## src/sv/frt_pkg.sv

```systemverilog
`default_nettype none
package frt_pkg;

  // Sequencer states, one-hot
  typedef enum logic [3:0] {
    ST_IDLE   = 4'b0001,
    ST_EXPIRE = 4'b0010,
    ST_LOCATE = 4'b0100,
    ST_UPDATE = 4'b1000
  } frt_state_e;

  // Result status codes
  typedef enum logic [3:0] {
    STAT_TICK      = 4'd0,
    STAT_PARTIAL   = 4'd1,
    STAT_COMPLETE  = 4'd2,
    STAT_BAD_TOTAL = 4'd3,
    STAT_BAD_SEQ   = 4'd4,
    STAT_BAD_LEN   = 4'd5,
    STAT_NO_SLOT   = 4'd6,
    STAT_DUP       = 4'd7,
    STAT_MISMATCH  = 4'd8,
    STAT_OVERFLOW  = 4'd9
  } frt_status_e;

  // Configuration register indexes
  localparam logic [1:0] CFG_PAYLOAD_MAX = 2'd0;
  localparam logic [1:0] CFG_MAX_FRAGS   = 2'd1;
  localparam logic [1:0] CFG_TIMEOUT_US  = 2'd2;

  // Widest slot index over the supported slot counts
  localparam int unsigned FIND_IDX_W = 4;

  // Outcome of the slot search
  typedef struct packed {
    logic                  found;  // a slot is available (hit or free)
    logic                  fresh;  // slot is newly allocated
    logic [FIND_IDX_W-1:0] idx;
  } frt_find_t;

endpackage
`default_nettype wire

```

## src/sv/frt_age_unit.sv

```systemverilog
`default_nettype none
module frt_age_unit (
  input  wire logic        active_i,
  input  wire logic [31:0] now_i,
  input  wire logic [31:0] start_i,
  input  wire logic [31:0] timeout_i,
  output logic             expire_o
);
  logic [31:0] elapsed;

  // Age wraps modulo 2^32
  assign elapsed  = now_i - start_i;
  assign expire_o = active_i && (elapsed > timeout_i);
endmodule
`default_nettype wire

```

## src/sv/frt_slot_find.sv

```systemverilog
`default_nettype none
module frt_slot_find #(
  parameter int unsigned SLOTS = 4
) (
  input  wire logic [SLOTS-1:0] active_i,
  input  wire logic [7:0]       slot_msg_i [SLOTS],
  input  wire logic [7:0]       msg_i,
  output frt_pkg::frt_find_t    find_o
);
  import frt_pkg::*;

  logic                  hit;
  logic                  free;
  logic [FIND_IDX_W-1:0] hit_idx;
  logic [FIND_IDX_W-1:0] free_idx;

  // Lowest matching slot wins, else lowest free slot
  always_comb begin
    hit      = 1'b0;
    free     = 1'b0;
    hit_idx  = '0;
    free_idx = '0;
    for (int i = SLOTS - 1; i >= 0; i--) begin
      if (active_i[i] && (slot_msg_i[i] == msg_i)) begin
        hit     = 1'b1;
        hit_idx = FIND_IDX_W'(i);
      end
      if (!active_i[i]) begin
        free     = 1'b1;
        free_idx = FIND_IDX_W'(i);
      end
    end
  end

  always_comb begin
    find_o.found = hit || free;
    find_o.fresh = !hit;
    find_o.idx   = hit ? hit_idx : free_idx;
  end
endmodule
`default_nettype wire

```

## src/sv/fragment_reassembly_tracker_unit.sv

```systemverilog
`default_nettype none
// Fragment reassembly tracker. Each transaction (start high while busy is low)
// carries a time update or a fragment header plus the current microsecond
// time. The block first retires slots older than timeout_us, then validates
// the header, finds or allocates a reassembly slot and reports where the
// payload goes, or why the fragment is refused. Exactly one result comes back
// per transaction, on the result ports for a single cycle marked by done_o;
// the receiver cannot stall, so capture the result in that cycle. The
// expiry scan steps one slot per cycle through a single shared 32-bit age
// comparator, then the locate state finds the slot and the update state
// checks and updates it. busy drops in the cycle done_o is high, so a new
// transaction may be issued then and is taken at the end of that cycle.
// Configuration writes are always taken (cfg_ready_o is tied high);
// write them only while the block is idle. Register index 3 is ignored.
module fragment_reassembly_tracker_unit #(
  parameter int unsigned SLOTS     = 4,
  parameter int unsigned BUF_BYTES = 2048,
  parameter int unsigned SEQ_BITS  = 64
) (
  input  wire logic        clk_i,
  input  wire logic        rst_ni,
  // command
  input  wire logic        start,
  output logic             busy,
  input  wire logic        req_type_i,
  input  wire logic [31:0] now_us_i,
  input  wire logic [7:0]  msg_id_i,
  input  wire logic [7:0]  frag_seq_i,
  input  wire logic [7:0]  total_frags_i,
  input  wire logic [7:0]  payload_len_i,
  // result
  output logic             done_o,
  output logic [3:0]       status_o,
  output logic [1:0]       slot_index_o,
  output logic [11:0]      write_offset_o,
  output logic [4:0]       write_len_o,
  output logic [12:0]      message_len_o,
  output logic [3:0]       expired_mask_o,
  // configuration
  input  wire logic        cfg_valid_i,
  output logic             cfg_ready_o,
  input  wire logic [1:0]  cfg_index_i,
  input  wire logic [31:0] cfg_data_i
);
  import frt_pkg::*;

  localparam int unsigned SLOT_W = (SLOTS > 1) ? $clog2(SLOTS) : 1;
  localparam int unsigned SEQ_W  = $clog2(SEQ_BITS);
  localparam logic [6:0]  SEQ_LIM = 7'(SEQ_BITS);
  localparam logic [SLOT_W-1:0] LAST_SLOT = SLOT_W'(SLOTS - 1);
  localparam logic [13:0] BUF_LIM = 14'(BUF_BYTES);

  // Configuration registers
  logic [4:0]  pay_max_q;
  logic [6:0]  max_frags_q;
  logic [31:0] timeout_q;

  // Latched transaction
  logic        req_q;
  logic [31:0] now_q;
  logic [7:0]  msg_q;
  logic [7:0]  seq_q;
  logic [7:0]  total_q;
  logic [7:0]  len_q;

  // Sequencer
  frt_state_e        state_q, state_d;
  logic [SLOT_W-1:0] scan_q;
  logic [3:0]        exp_q;

  // Slot table; active is control, the rest is written by each fragment update
  logic [SLOTS-1:0]    active_q;
  logic [7:0]          slot_msg_q    [SLOTS];
  logic [6:0]          slot_total_q  [SLOTS];
  logic [6:0]          slot_count_q  [SLOTS];
  logic [31:0]         slot_start_q  [SLOTS];
  logic [SEQ_BITS-1:0] slot_seen_q   [SLOTS];
  logic [12:0]         slot_length_q [SLOTS];

  // Locate results
  logic              pre_ok_q;
  logic              fresh_q;
  logic [SLOT_W-1:0] slot_q;
  frt_status_e       pre_stat_q;

  // Result registers
  logic        done_q;
  frt_status_e status_q;
  logic [1:0]  slot_index_q;
  logic [11:0] woff_q;
  logic [4:0]  wlen_q;
  logic [12:0] mlen_q;

  logic accept;
  assign accept      = start && !busy;
  assign busy        = (state_q != ST_IDLE);
  assign cfg_ready_o = 1'b1;

  // ---------------------------------------------------------------------
  // Expiry scan: one slot per cycle through the shared age comparator
  // ---------------------------------------------------------------------
  logic age_expire;

  frt_age_unit u_age (
    .active_i  (active_q[scan_q]),
    .now_i     (now_q),
    .start_i   (slot_start_q[scan_q]),
    .timeout_i (timeout_q),
    .expire_o  (age_expire)
  );

  // ---------------------------------------------------------------------
  // Header validation and slot search
  // ---------------------------------------------------------------------
  logic [6:0] limit;
  logic       bad_total;
  logic       bad_seq;
  logic       bad_len;
  frt_find_t  find;

  assign limit     = (max_frags_q < SEQ_LIM) ? max_frags_q : SEQ_LIM;
  assign bad_total = (total_q == 8'd0) || ({1'b0, limit} < total_q);
  assign bad_seq   = (seq_q >= total_q);
  assign bad_len   = (len_q == 8'd0) || ({3'b000, pay_max_q} < len_q);

  frt_slot_find #(
    .SLOTS (SLOTS)
  ) u_find (
    .active_i   (active_q),
    .slot_msg_i (slot_msg_q),
    .msg_i      (msg_q),
    .find_o     (find)
  );

  // ---------------------------------------------------------------------
  // Slot check and update
  // ---------------------------------------------------------------------
  logic [SEQ_W-1:0]    seq_idx;
  logic [SEQ_BITS-1:0] seq_bit;
  logic [SEQ_BITS-1:0] seen_cur;
  logic [6:0]          total_cur;
  logic [6:0]          count_cur;
  logic [12:0]         length_cur;
  logic                dup;
  logic                mism;
  logic [12:0]         off;
  logic [13:0]         need;
  logic                ovf;
  logic                good;
  logic [6:0]          count_new;
  logic [12:0]         length_new;
  logic                cmpl;
  frt_status_e         upd_stat;

  assign seq_idx = seq_q[SEQ_W-1:0];
  assign seq_bit = {{(SEQ_BITS-1){1'b0}}, 1'b1} << seq_idx;

  // A fresh slot reads as cleared
  assign seen_cur   = fresh_q ? '0 : slot_seen_q[slot_q];
  assign total_cur  = fresh_q ? '0 : slot_total_q[slot_q];
  assign count_cur  = fresh_q ? '0 : slot_count_q[slot_q];
  assign length_cur = fresh_q ? '0 : slot_length_q[slot_q];

  assign dup  = seen_cur[seq_idx];
  assign mism = (total_cur != 7'd0) && (total_cur != total_q[6:0]);
  assign off  = 13'(seq_q) * 13'(pay_max_q);
  assign need = 14'(off) + 14'(len_q);
  assign ovf  = need > BUF_LIM;
  assign good = !dup && !mism && !ovf;

  assign count_new  = count_cur + 7'd1;
  assign length_new = (need[12:0] > length_cur) ? need[12:0] : length_cur;
  assign cmpl       = (count_new == total_q[6:0]);

  always_comb begin
    if (dup) begin
      upd_stat = STAT_DUP;
    end else if (mism) begin
      upd_stat = STAT_MISMATCH;
    end else if (ovf) begin
      upd_stat = STAT_OVERFLOW;
    end else if (cmpl) begin
      upd_stat = STAT_COMPLETE;
    end else begin
      upd_stat = STAT_PARTIAL;
    end
  end

  // ---------------------------------------------------------------------
  // Sequencer
  // ---------------------------------------------------------------------
  always_comb begin
    state_d = state_q;
    case (state_q)
      ST_IDLE: begin
        if (accept) begin
          state_d = ST_EXPIRE;
        end
      end
      ST_EXPIRE: begin
        if (scan_q == LAST_SLOT) begin
          state_d = ST_LOCATE;
        end
      end
      ST_LOCATE: begin
        state_d = ST_UPDATE;
      end
      ST_UPDATE: begin
        state_d = ST_IDLE;
      end
      default: begin
        state_d = ST_IDLE;
      end
    endcase
  end

  // Control state
  always_ff @(posedge clk_i or negedge rst_ni) begin
    if (!rst_ni) begin
      state_q     <= ST_IDLE;
      scan_q      <= '0;
      active_q    <= '0;
      done_q      <= 1'b0;
      pay_max_q   <= 5'd28;
      max_frags_q <= 7'd64;
      timeout_q   <= 32'd1000000;
    end else begin
      state_q <= state_d;
      done_q  <= (state_q == ST_UPDATE);

      if (cfg_valid_i && cfg_ready_o) begin
        case (cfg_index_i)
          CFG_PAYLOAD_MAX: pay_max_q   <= cfg_data_i[4:0];
          CFG_MAX_FRAGS:   max_frags_q <= cfg_data_i[6:0];
          CFG_TIMEOUT_US:  timeout_q   <= cfg_data_i;
          default: begin
          end
        endcase
      end

      if (accept) begin
        scan_q <= '0;
      end else if (state_q == ST_EXPIRE) begin
        // drop the scanned slot if it has aged out
        if (age_expire) begin
          active_q[scan_q] <= 1'b0;
        end
        scan_q <= scan_q + SLOT_W'(1);
      end

      // hold the slot while unfinished, free it on completion or overflow
      if ((state_q == ST_UPDATE) && pre_ok_q) begin
        active_q[slot_q] <= !(ovf || (good && cmpl)) || dup || mism;
      end
    end
  end

  // Transaction and working registers
  always_ff @(posedge clk_i) begin
    if (accept) begin
      req_q   <= req_type_i;
      now_q   <= now_us_i;
      msg_q   <= msg_id_i;
      seq_q   <= frag_seq_i;
      total_q <= total_frags_i;
      len_q   <= payload_len_i;
      exp_q   <= '0;
    end else if ((state_q == ST_EXPIRE) && age_expire) begin
      // slots beyond the fourth have no mask bit
      exp_q <= exp_q | (4'd1 << scan_q);
    end

    if (state_q == ST_LOCATE) begin
      fresh_q  <= find.fresh;
      slot_q   <= find.idx[SLOT_W-1:0];
      pre_ok_q <= req_q && !bad_total && !bad_seq && !bad_len && find.found;
      if (!req_q) begin
        pre_stat_q <= STAT_TICK;
      end else if (bad_total) begin
        pre_stat_q <= STAT_BAD_TOTAL;
      end else if (bad_seq) begin
        pre_stat_q <= STAT_BAD_SEQ;
      end else if (bad_len) begin
        pre_stat_q <= STAT_BAD_LEN;
      end else if (!find.found) begin
        pre_stat_q <= STAT_NO_SLOT;
      end else begin
        pre_stat_q <= STAT_PARTIAL;
      end
    end

    // Advance the slot record and build the result
    if (state_q == ST_UPDATE) begin
      if (pre_ok_q) begin
        status_q     <= upd_stat;
        slot_index_q <= 2'(slot_q);
        woff_q       <= good ? off[11:0] : '0;
        wlen_q       <= good ? len_q[4:0] : '0;
        mlen_q       <= (good && cmpl) ? length_new : '0;

        slot_msg_q[slot_q] <= msg_q;
        if (fresh_q) begin
          slot_start_q[slot_q] <= now_q;
        end
        slot_total_q[slot_q]  <= (dup || mism) ? total_cur : total_q[6:0];
        slot_seen_q[slot_q]   <= good ? (seen_cur | seq_bit) : seen_cur;
        slot_count_q[slot_q]  <= good ? count_new : count_cur;
        slot_length_q[slot_q] <= good ? length_new : length_cur;
      end else begin
        status_q     <= pre_stat_q;
        slot_index_q <= '0;
        woff_q       <= '0;
        wlen_q       <= '0;
        mlen_q       <= '0;
      end
    end
  end

  assign done_o         = done_q;
  assign status_o       = status_q;
  assign slot_index_o   = slot_index_q;
  assign write_offset_o = woff_q;
  assign write_len_o    = wlen_q;
  assign message_len_o  = mlen_q;
  assign expired_mask_o = exp_q;
endmodule
`default_nettype wire
```

## config.mk

```make
export PLATFORM = sky130hd
export DESIGN_NAME = fragment_reassembly_tracker_unit
export DESIGN_NICKNAME = d
export VERILOG_FILES = /design/src/sv/frt_pkg.sv /design/src/sv/frt_age_unit.sv /design/src/sv/frt_slot_find.sv /design/src/sv/fragment_reassembly_tracker_unit.sv
export SDC_FILE = /design/constraint.sdc
export NUM_CORES = 1
export LEC_CHECK = 0
export BUFFER_PORTS_ARGS = -buffer_cell sky130_fd_sc_hd__clkbuf_2
export CORE_MARGIN = 10
export CORE_UTILIZATION = 55
export CTS_CLUSTER_DIAMETER = 40
export CTS_CLUSTER_SIZE = 40
export DETAILED_ROUTE_END_ITERATION = 16
export GPL_ROUTABILITY_DRIVEN = 0
export GPL_TIMING_DRIVEN = 0
export HOLD_SLACK_MARGIN = 0.12
export PLACE_DENSITY = 0.75
export SLEW_MARGIN = 20
export SYNTH_ARGS = -nofsm -noshare
export SYNTH_HDL_FRONTEND = slang
export SYNTH_SLANG_ARGS = --single-unit
```

## constraint.sdc

```tcl
create_clock -name clk_i -period 9.1 [get_ports clk_i]
set_clock_uncertainty 0.15 [all_clocks]
set_input_delay 1.365 -clock clk_i [delete_from_list [all_inputs] [get_ports clk_i]]
set_output_delay 1.365 -clock clk_i [all_outputs]
set_load 0.01 [all_outputs]
```

# After elaboration in Yosys (flattened, before gate mapping)
# Memory sizes are Yosys's and may differ from the RTL's. A register that Yosys moved wholly into a read port is not among the register bits.
# Index checks and enable logic that the tools add are counted.
# classes
order_cmp	14
add_sub_neg	4
n_reduce_logical	49
eq_ne	16
n_shift	2
n_mux	68
bitwise_logic	6
n_mul	1
n_div	0
# op_table
op	n
$mux W64	2
$or A64 B64 Y64	1
$shl A1 B6 Y64 const A	1
$mux W4	10
$mux W13	3
$mux W7	5
$mux W2	17
$bwmux W32	1
$eq A8 B8 Y1	4
$gt A32 B32 Y1	1
$sub A32 B32 Y32	1
$logic_and A1 B1 Y1	19
$mux W1	19
$demux W8 S2	1
$logic_not A8 Y1	2
$add A13 B8 Y14	1
$gt A14 B12 Y1 const B	1
$reduce_and A2 Y1	7
$gt A13 B13 Y1	1
$mul A8 B5 Y13	1
$pmux W4 S3	1
$logic_not A1 Y1	9
$mux W3	3
$ge A8 B8 Y1	1
other kinds (37)	48
# totals
romBits	0
mem_bits_rw	492
latch_bits	0
elab_cells	194
input_bits	103
mem_count	5
regBits	200
# mem_list
memory	depth	word_bits	read_ports	rd_ports_with_merged_regs	wr	line	source
slot_seen_q	4	64	1	1	1	fragment_reassembly_tracker_unit.sv:77	logic [SEQ_BITS-1:0] slot_seen_q [SLOTS];
slot_start_q	4	32	1	0	1	fragment_reassembly_tracker_unit.sv:76	logic [31:0] slot_start_q [SLOTS];
slot_length_q	4	13	1	1	1	fragment_reassembly_tracker_unit.sv:78	logic [12:0] slot_length_q [SLOTS];
slot_count_q	4	7	1	1	1	fragment_reassembly_tracker_unit.sv:75	logic [6:0] slot_count_q [SLOTS];
slot_total_q	4	7	1	1	1	fragment_reassembly_tracker_unit.sv:74	logic [6:0] slot_total_q [SLOTS];

# Logic depth before layout (Yosys ltp)
# Gate-level depths: netlist of run 1.
# depth
ltp_word	13
depth_mapped	33
mapped_depth_nobuf	27

# Modules after synthesis
# From an unflattened synthesis of run 1, not the netlist that was laid out.
# unflattened
cells_unflattened	2227
area_unflattened_um2	33109.3
# by_module_without_submodules
module	seq_area_each_um2	cells_each	instances	area_per_inst_um2
fragment_reassembly_tracker_unit	20489.7	1795	1	30065.1
frt_age_unit	0.0	370	1	2592.5
frt_slot_find	0.0	62	1	451.7

# Least setup slack after synthesis of run 1
# No wires, ideal clock.
# synth_path
path_kind	register -> register
startpoint	register state_q[0]
endpoint	register active_q[0]
path_buffers	0
period_less_slack_ns	8.922
setup_ns	0.424
slack_ns	0.178
arrival_time_ns	8.347
stages_incl_launch_ff	4
cell_sequence	dfstp_2 -> or4b_2 -> nor3_1 -> mux2i_1
# synth_between
elab_chain_cells	6
elab_cells_between_ends	10
cone_classes	eq/ne (3); mux (4); reduce/logical (3)
# synth_lines
element	line	source
start, declared	fragment_reassembly_tracker_unit.sv:67	frt_state_e state_q, state_d;
start signal, assigned	fragment_reassembly_tracker_unit.sv:228	state_q <= state_d;
$ne A4 B1 Y1	fragment_reassembly_tracker_unit.sv:96	assign busy = (state_q != ST_IDLE);
$logic_not A1 Y1	fragment_reassembly_tracker_unit.sv:95	assign accept = start && !busy;
$logic_and A1 B1 Y1	fragment_reassembly_tracker_unit.sv:95	
$mux W4	fragment_reassembly_tracker_unit.sv:241	if (accept) begin
$bwmux W4	fragment_reassembly_tracker_unit.sv:253	active_q[slot_q] <= !(ovf || (good && cmpl)) || dup || mism;
$mux W4 (*)	fragment_reassembly_tracker_unit.sv:252	if ((state_q == ST_UPDATE) && pre_ok_q) begin
end signal, assigned by index	fragment_reassembly_tracker_unit.sv:253	
end, declared	fragment_reassembly_tracker_unit.sv:72	logic [SLOTS-1:0] active_q;
# Mark *: on every way between the ends. The rest lies on a longest branch, timed or not.
# A chain may end at the register's enable or synchronous reset.

# Worst setup path after layout of run 1
# layout_path
startpoint	register seq_q[3]
endpoint	memory slot_seen_q[2][11] (data pin)
# layout_between
elab_chain_cells	6
elab_cells_between_ends	12
cone_classes	add/sub (1); mul (1); order compare (1); shift (1); mux (3); bitwise (1); reduce/logical (4)
# layout_lines
element	line	source
start, declared	fragment_reassembly_tracker_unit.sv:62	logic [7:0] seq_q;
start signal, assigned	fragment_reassembly_tracker_unit.sv:264	seq_q <= frag_seq_i;
$mul A8 B5 Y13	fragment_reassembly_tracker_unit.sv:166	assign off = 13'(seq_q) * 13'(pay_max_q);
named net off[7]	fragment_reassembly_tracker_unit.sv:146	logic [12:0] off;
$add A13 B8 Y14	fragment_reassembly_tracker_unit.sv:167	assign need = 14'(off) + 14'(len_q);
$gt A14 B12 Y1	fragment_reassembly_tracker_unit.sv:168	assign ovf = need > BUF_LIM;
$logic_not A1 Y1	fragment_reassembly_tracker_unit.sv:169	assign good = !dup && !mism && !ovf;
$logic_and A1 B1 Y1	fragment_reassembly_tracker_unit.sv:169	
$mux W64	fragment_reassembly_tracker_unit.sv:306	slot_seen_q[slot_q] <= good ? (seen_cur | seq_bit) : seen_cur;
end, declared	fragment_reassembly_tracker_unit.sv:77	
# The timed path passes the listed nets, and every way through them passes these cells. The select of a mux whose other input is x is not followed.

==> flow_summary.toml, run 1 <==
[run_status]
status = "completed"

[worst_setup_path]
reg2reg_slack_ps = 450
r2r_start = "seq_q[3]"
startpoint = "seq_q[3]"
crit_required_ps = 9300
crit_arrival_ps = 8850
path_class = "flop to flop"
cp-end-kind = "flop"
cp-start-kind = "flop"
cp_max_fo = 10

[placement]
placed_area_um2 = 35000
hpwl_mm = 56.4
io_buffers = 144

[yosys]
ys_warn_count = 0
synth.area.mux_share = 0.113
syn_area_per_cell_um2 = 15.1
synth_xor_area_frac = 0.0259
synthSimpleGateAreaFrac = 0.0700
synth_nets = 2410
yosysUniqueCellTypes = 73
ys_seq_elements = 693
syn_inst = 2159
synth_top_family_by_area = "multiplexers"
synth-adder-area-share = 0.0616
synth-compound-area-share = 0.0694
synth_edf_count = 632
ys_async_sr_fraction = 0.0794
synth_flop_cell = "edfxtp_1"
yosysSeqAreaShare = 0.630
netlist_area_um2 = 32500

[power]
p_comb_frac = 0.345
pwr-share-seq = 0.330
power_density_nw_per_um2 = 298
swShare = 0.350
leakage_nw = 14.2
p_int_mw = 7.41
switchingPower_mw = 3.98
peakVddDrop_v = 0.000304
power_frac_clock = 0.325
power_mw = 11.4

[finish]
final_common_cell = "edfxtp_1"
area_growth_pct = 17.5
most-common-layout-cells = "edfxtp_1, nand2_1, clkbuf_2, inv_1, ha_1"
nets = 2710
diodes = 0
final_core_util = 0.650
drive_above_1_share = 0.241
final_area_um2 = 38200

[floorplan]
start_util = 0.553
design.core.area_um2 = 58800
dieWidth_um = 263
die-area_um2 = 69200
die-height_um = 263
row_count = 89
num_io_pins = 146

[clock_network]
clockBufferDepth = 3
clk_latency_ps = 650
ctsRootBufferMaster = "clkbuf_16"
tritoncts = "done"
clock-sinks = 693
cts-buffers-inserted = 93
h-tree-depth = 3
cts_hold_buffers = 0
post_cts_buffers = 0
clk_pin_slew_ps = 60

[timing]
min_period_over_period = 0.951
slew_headroom = 0.202
max_freq_mhz = 116
period_minus_slack_ps = 8650
setup_viol = 0
slew_viol_final = 0
hold_viol_final = 0
finalSetupTns_ps = 0
tightestPinTransition_ps = 1190
rsz0062_at_grt = "false"

[route]
vias = 20400
drc = 0
vias_per_cell = 6.17
firstDrtPassIters = 7
wl_mm = 78.6
drt_iter0_markers = 2022
ant_nets = 0
wire_per_inst_um = 23.7

[global_routing]
antenna_found_initial = 1
overflow = 0
grt_pass1_vias = 21000
grt_pass1_wl_mm = 122
track_usage = 0.224
grt_max_degree = 47

[job]
cap_violations = 0

[worst_hold_path]
worst_hold_path_type = "flop to flop"
holdCritStartpoint = "expired_mask_o[2]"
synthesized netlist by cell type, drive strengths merged, types with 5 or more instances:
master | count | area [um^2]
nor2b | 28 | 175
buf | 31 | 203
mux2 | 57 | 642
a2111oi | 5 | 56.3
nor4b | 6 | 52.6
dfxtp | 6 | 120
nand2 | 160 | 601
o21ai | 37 | 185
and2 | 31 | 194
dfstp | 12 | 315
a31oi | 11 | 68.8
xnor2 | 70 | 613
o21bai | 8 | 60.1
nand3 | 34 | 170
dfrtp | 43 | 1080
nor3b | 6 | 45.0
a21oi | 62 | 314
or2 | 5 | 31.3
nand4 | 24 | 150
mux2i | 27 | 270
ha | 128 | 1600
or3 | 7 | 43.8
o31ai | 68 | 510
inv | 141 | 529
nor3 | 35 | 175
o21a | 16 | 120
or4 | 5 | 37.5
nor2 | 58 | 218
mux4 | 123 | 2770
o211ai | 5 | 37.5
nand2b | 16 | 100
edfxtp | 632 | 19000
clkbuf | 62 | 233
a211o | 5 | 43.8
nor4 | 15 | 93.8
a211oi | 13 | 97.6
fa | 20 | 400
a21o | 42 | 315
xor2 | 26 | 228
and3 | 20 | 125
a22oi | 13 | 97.6
power by group through the flow:
stage	registers [mW]	clock network (mW)	logic, mW
floorplan	3.76	0	2.84
detailed placement	3.82	0	3.82
CTS	3.76	3.74	3.87
global route	3.77	3.87	4.33
finish	3.76	3.70	3.93
global placement	3.82	0	3.67
registers in the layout (all words and copies together) (netlist names), 12 cells and up, named ones only:
signal          cells
now_q              32
message_len_o      13
slot_msg_q         32
slot_length_q      52
slot_count_q       28
write_offset_o     12
slot_seen_q       256
slot_start_q      128
slot_total_q       28
timeout_q          32
worst max-delay path, stage by stage, from the launching register on:
cell and delay, ps:
edfxtp_1 690, clkbuf_1 500, clkbuf_1 560, and2_1 250, fa_1 410, fa_1 500, inv_1 50, fa_1 470
inv_1 40, ha_1 330, a21oi_1 150, nor2b_1 80, nor3_1 200, xnor2_1 170, ha_1 230, nor3_1 320
a31oi_1 220, xnor2_1 390, nand4_1 220, a2111oi_2 530, o32a_1 370, nand3_1 390, clkbuf_1 420, o31ai_1 690
layer usage:
metal / wire length (um) / vias up / global-route usage
li1: - / 8963 / -
met3: 6840 / 232 / 0.0503
met4: 2820 / 2 / 0.0822
met2: 37600 / 1001 / 0.363
met5: 25 / - / 0
met1: 31300 / 10200 / 0.293
through the flow:
| step | std cells | setup slack (ps) | hold WS, ps |
|---|---|---|---|
| 3_3_place_gp | 3076 | -5630 | 305 |
| 5_1_grt | 3313 | 149 | 367 |
| 4_1_cts | 3313 | 544 | 331 |
| 3_5_place_dp | 3137 | 619 | 314 |
| 6_report | 3313 | 450 | 328 |
| 2_1_floorplan | 2159 | 178 | 314 |
kinds of logic after synthesis:
kind of cell             count (synthesis)
AND/OR/NAND/NOR                        457
buffers and inverters                  234
adder cells (fa/ha/maj)                148
multiplexers                           207
XOR/XNOR                                96
other                                    1
AO/OA/AOI/OAI                          323
flip-flops                             693
layout make-up:
cell class                      count  area [um^2]
Fill cell                        4079        20600
Sequential cell                   693        20500
Multi-Input combinational cell   1232        11100
Clock buffer                      105         2500
Timing Repair Buffer              205         1410
Tap cell                          773          967
Clock inverter                     71          737
Inverter                          141          529
Buffer                             93          442
final timing paths:
| kind | end | depth (start not counted) |
|---|---|---|
| max in group asynchronous | pay_max_q[2] | 2 |
| min | expired_mask_o[2] | 2 |
| max | slot_seen_q[2][11] | 23 |
| max reg2reg | slot_seen_q[2][11] | 23 |
| min reg2reg | expired_mask_o[2] | 2 |
| min in group asynchronous | timeout_q[27] | 1 |
timing repair:
item | in CTS | in global routing
endpoints found under the setup margin | 0 | 12
endpoints found under the hold margin | 0 | 0
gates resized for setup | 0 | 3
No activity file was read; power rests on OpenSTA's default activity.
==> run 2: changes to the inputs <==
Settings changed: CTS_BUF_LIST set to sky130_fd_sc_hd__clkbuf_4.
==> run 2 against run 1 <==
Die area unchanged; power decreased by 14%; register-to-register slack got worse by 60 ps; via count decreased by 1.4%; combinational power about the same; wire length decreased by 2.3%; critical path type unchanged; critical endpoint is now slot_seen_q[3][27]; highest routed layer unchanged.
==> flow_summary.toml, run 2 (synthesized netlist as in run 1, its figures left out) <==
[route]
vias_per_cell = 6.07
vias = 20200
drc = 0
firstDrtPassIters = 7
wl_mm = 76.7
wire_per_inst_um = 23.1
drt_iter0_markers = 2181
ant_nets = 0

[worst_setup_path]
cp_slowest_stage_delay_ps = 730
worstPathCellList = "clkbuf_1 -> clkbuf_1 -> and2_1 -> fa_1 -> fa_1 -> inv_1 -> fa_1 -> inv_1 -> ha_1 -> a21oi_1 -> nor2b_1 -> nor3_1 -> xnor2_1 -> ha_1 -> nor3_1 -> a31oi_1 -> xnor2_1 -> nand4_1 -> a2111oi_2 -> o32a_1 -> nand3_1 -> clkbuf_1 -> o31ai_1"
crit_arrival_ps = 9180
cp_slowest_cell = "edfxtp_1"
cp-end-kind = "flop"
cp_max_fo = 10
crit_required_ps = 9570
path_class = "flop to flop"
cp-start-kind = "flop"
startpoint = "seq_q[3]"
r2r_start = "seq_q[3]"

[worst_hold_path]
worst_hold_path_type = "input port to async pin"

[floorplan]
num_io_pins = 146
dieWidth_um = 263
design.core.area_um2 = 58800
row_count = 89
start_util = 0.553
die-area_um2 = 69200
die-height_um = 263

[finish]
drive_above_1_share = 0.244
reg_top3 = "slot_seen_q: 256 flops, slot_start_q: 128 flops, slot_length_q: 52 flops"
final_common_cell = "edfxtp_1"
area_growth_pct = 12.5
nets = 2710
most-common-layout-cells = "edfxtp_1, nand2_1, clkbuf_2, inv_1, ha_1"
largest_reg_flops = 256
layout.cells.non_filler = 3319
regMostFlops = "slot_seen_q"

[power]
pwr-share-seq = 0.381
p_comb_frac = 0.398
swShare = 0.379
leakage_nw = 13.5
power_density_nw_per_um2 = 269
switchingPower_mw = 3.74
p_int_mw = 6.11
peakVddDrop_v = 0.000282
power_frac_clock = 0.221

[timing]
period_minus_slack_ps = 8710
setup_slack_ps = 392
setup_viol = 0
slew_headroom = 0.216
tightestPinTransition_ps = 1160
rsz0062_at_grt = "false"
slew_viol_final = 0
max_freq_mhz = 115
min_period_over_period = 0.957
hold_viol_final = 0

[run_status]
status = "completed"

[placement]
hpwl_mm = 56.4
io_buffers = 144
dp.cells = 3137
dp_slack_ps = 619

[clock_network]
clk_pin_slew_ps = 140
clock-sinks = 693
ctsRootBufferMaster = "clkbuf_4"
cts_hold_buffers = 0
tritoncts = "done"
clockBufferDepth = 3
cts-buffers-inserted = 93
h-tree-depth = 3
clk_latency_ps = 950
post_cts_buffers = 0

[global_routing]
grt_pass1_wl_mm = 119
grt_pass1_vias = 20700
track_usage = 0.219
antenna_found_initial = 3
overflow = 0
grt_max_degree = 47

[job]
cap_violations = 0
## run 2: per-layer routing
metal  global-route usage  wire length [um]  vias up  part of all wire
met5                    0                16        -           0.00021
met4               0.0862              2820        2             0.037
met3               0.0470              6600      203             0.086
met2                0.349             36600      942              0.48
met1                0.291             30700    10000              0.40
li1                     -                 -     8982                 -
## run 2: path summary, 6_finish.rpt
kind,to,slack [ps],cells past startpoint
min in group clk_i,expired_mask_o[2],340,2
min,timeout_q[27],200,1
min reg2reg,expired_mask_o[2],340,2
max reg2reg,slot_seen_q[3][27],390,23
max,slot_seen_q[3][27],390,23
max in group asynchronous,state_q[0],7980,2
## run 2: timing repair
| item | CTS | global route |
|---|---|---|
| endpoints found under the setup margin | 0 | 16 |
| gates resized for setup | 0 | 3 |
| endpoints found under the hold margin | 0 | 0 |
## run 2: cell type report
| type | count | area [um^2] |
|---|---|---|
| Multi-Input combinational cell | 1232 | 11100 |
| Tap cell | 773 | 967 |
| Sequential cell | 693 | 20500 |
| Buffer | 93 | 442 |
| Timing Repair Buffer | 205 | 1410 |
| Inverter | 141 | 529 |
| Fill cell | 4332 | 22200 |
| Clock buffer | 102 | 766 |
| Antenna cell | 6 | 15.0 |
| Clock inverter | 74 | 826 |
## run 2: power groups by stage
stage	Combinational [mW]	Clock (mW)	Sequential, mW
finish	3.92	2.18	3.75
global placement	3.67	0	3.82
global route	4.32	2.36	3.77
detailed placement	3.82	0	3.82
CTS	3.86	2.22	3.75
floorplan	2.84	0	3.76
## run 2: through the flow
stage / setup TNS, ps / total power, mW / utilization / instance area (um^2) / hold slack [ps]
after global routing: 0 / 10.4 / 0.622 / 36600 / 148
after floorplan: 0 / 6.61 / - / 32500 / 314
final: 0 / 9.85 / 0.622 / 36600 / 202
after CTS: 0 / 9.83 / 0.622 / 36600 / 150
after detailed placement: 0 / 7.64 / 0.595 / 35000 / 314
after global placement: -1441210 / 7.49 / 0.582 / 34200 / 305
## run 2: worst max-delay path, delay by kind of cell (launching register included)
family / cells / cell delay (ps)
AO/OA/AOI/OAI: 5 / 1990
buffers and inverters: 5 / 1570
flip-flops: 1 / 730
XOR/XNOR: 2 / 570
AND/OR/NAND/NOR: 6 / 1450
adder cells (fa/ha/maj): 5 / 1940
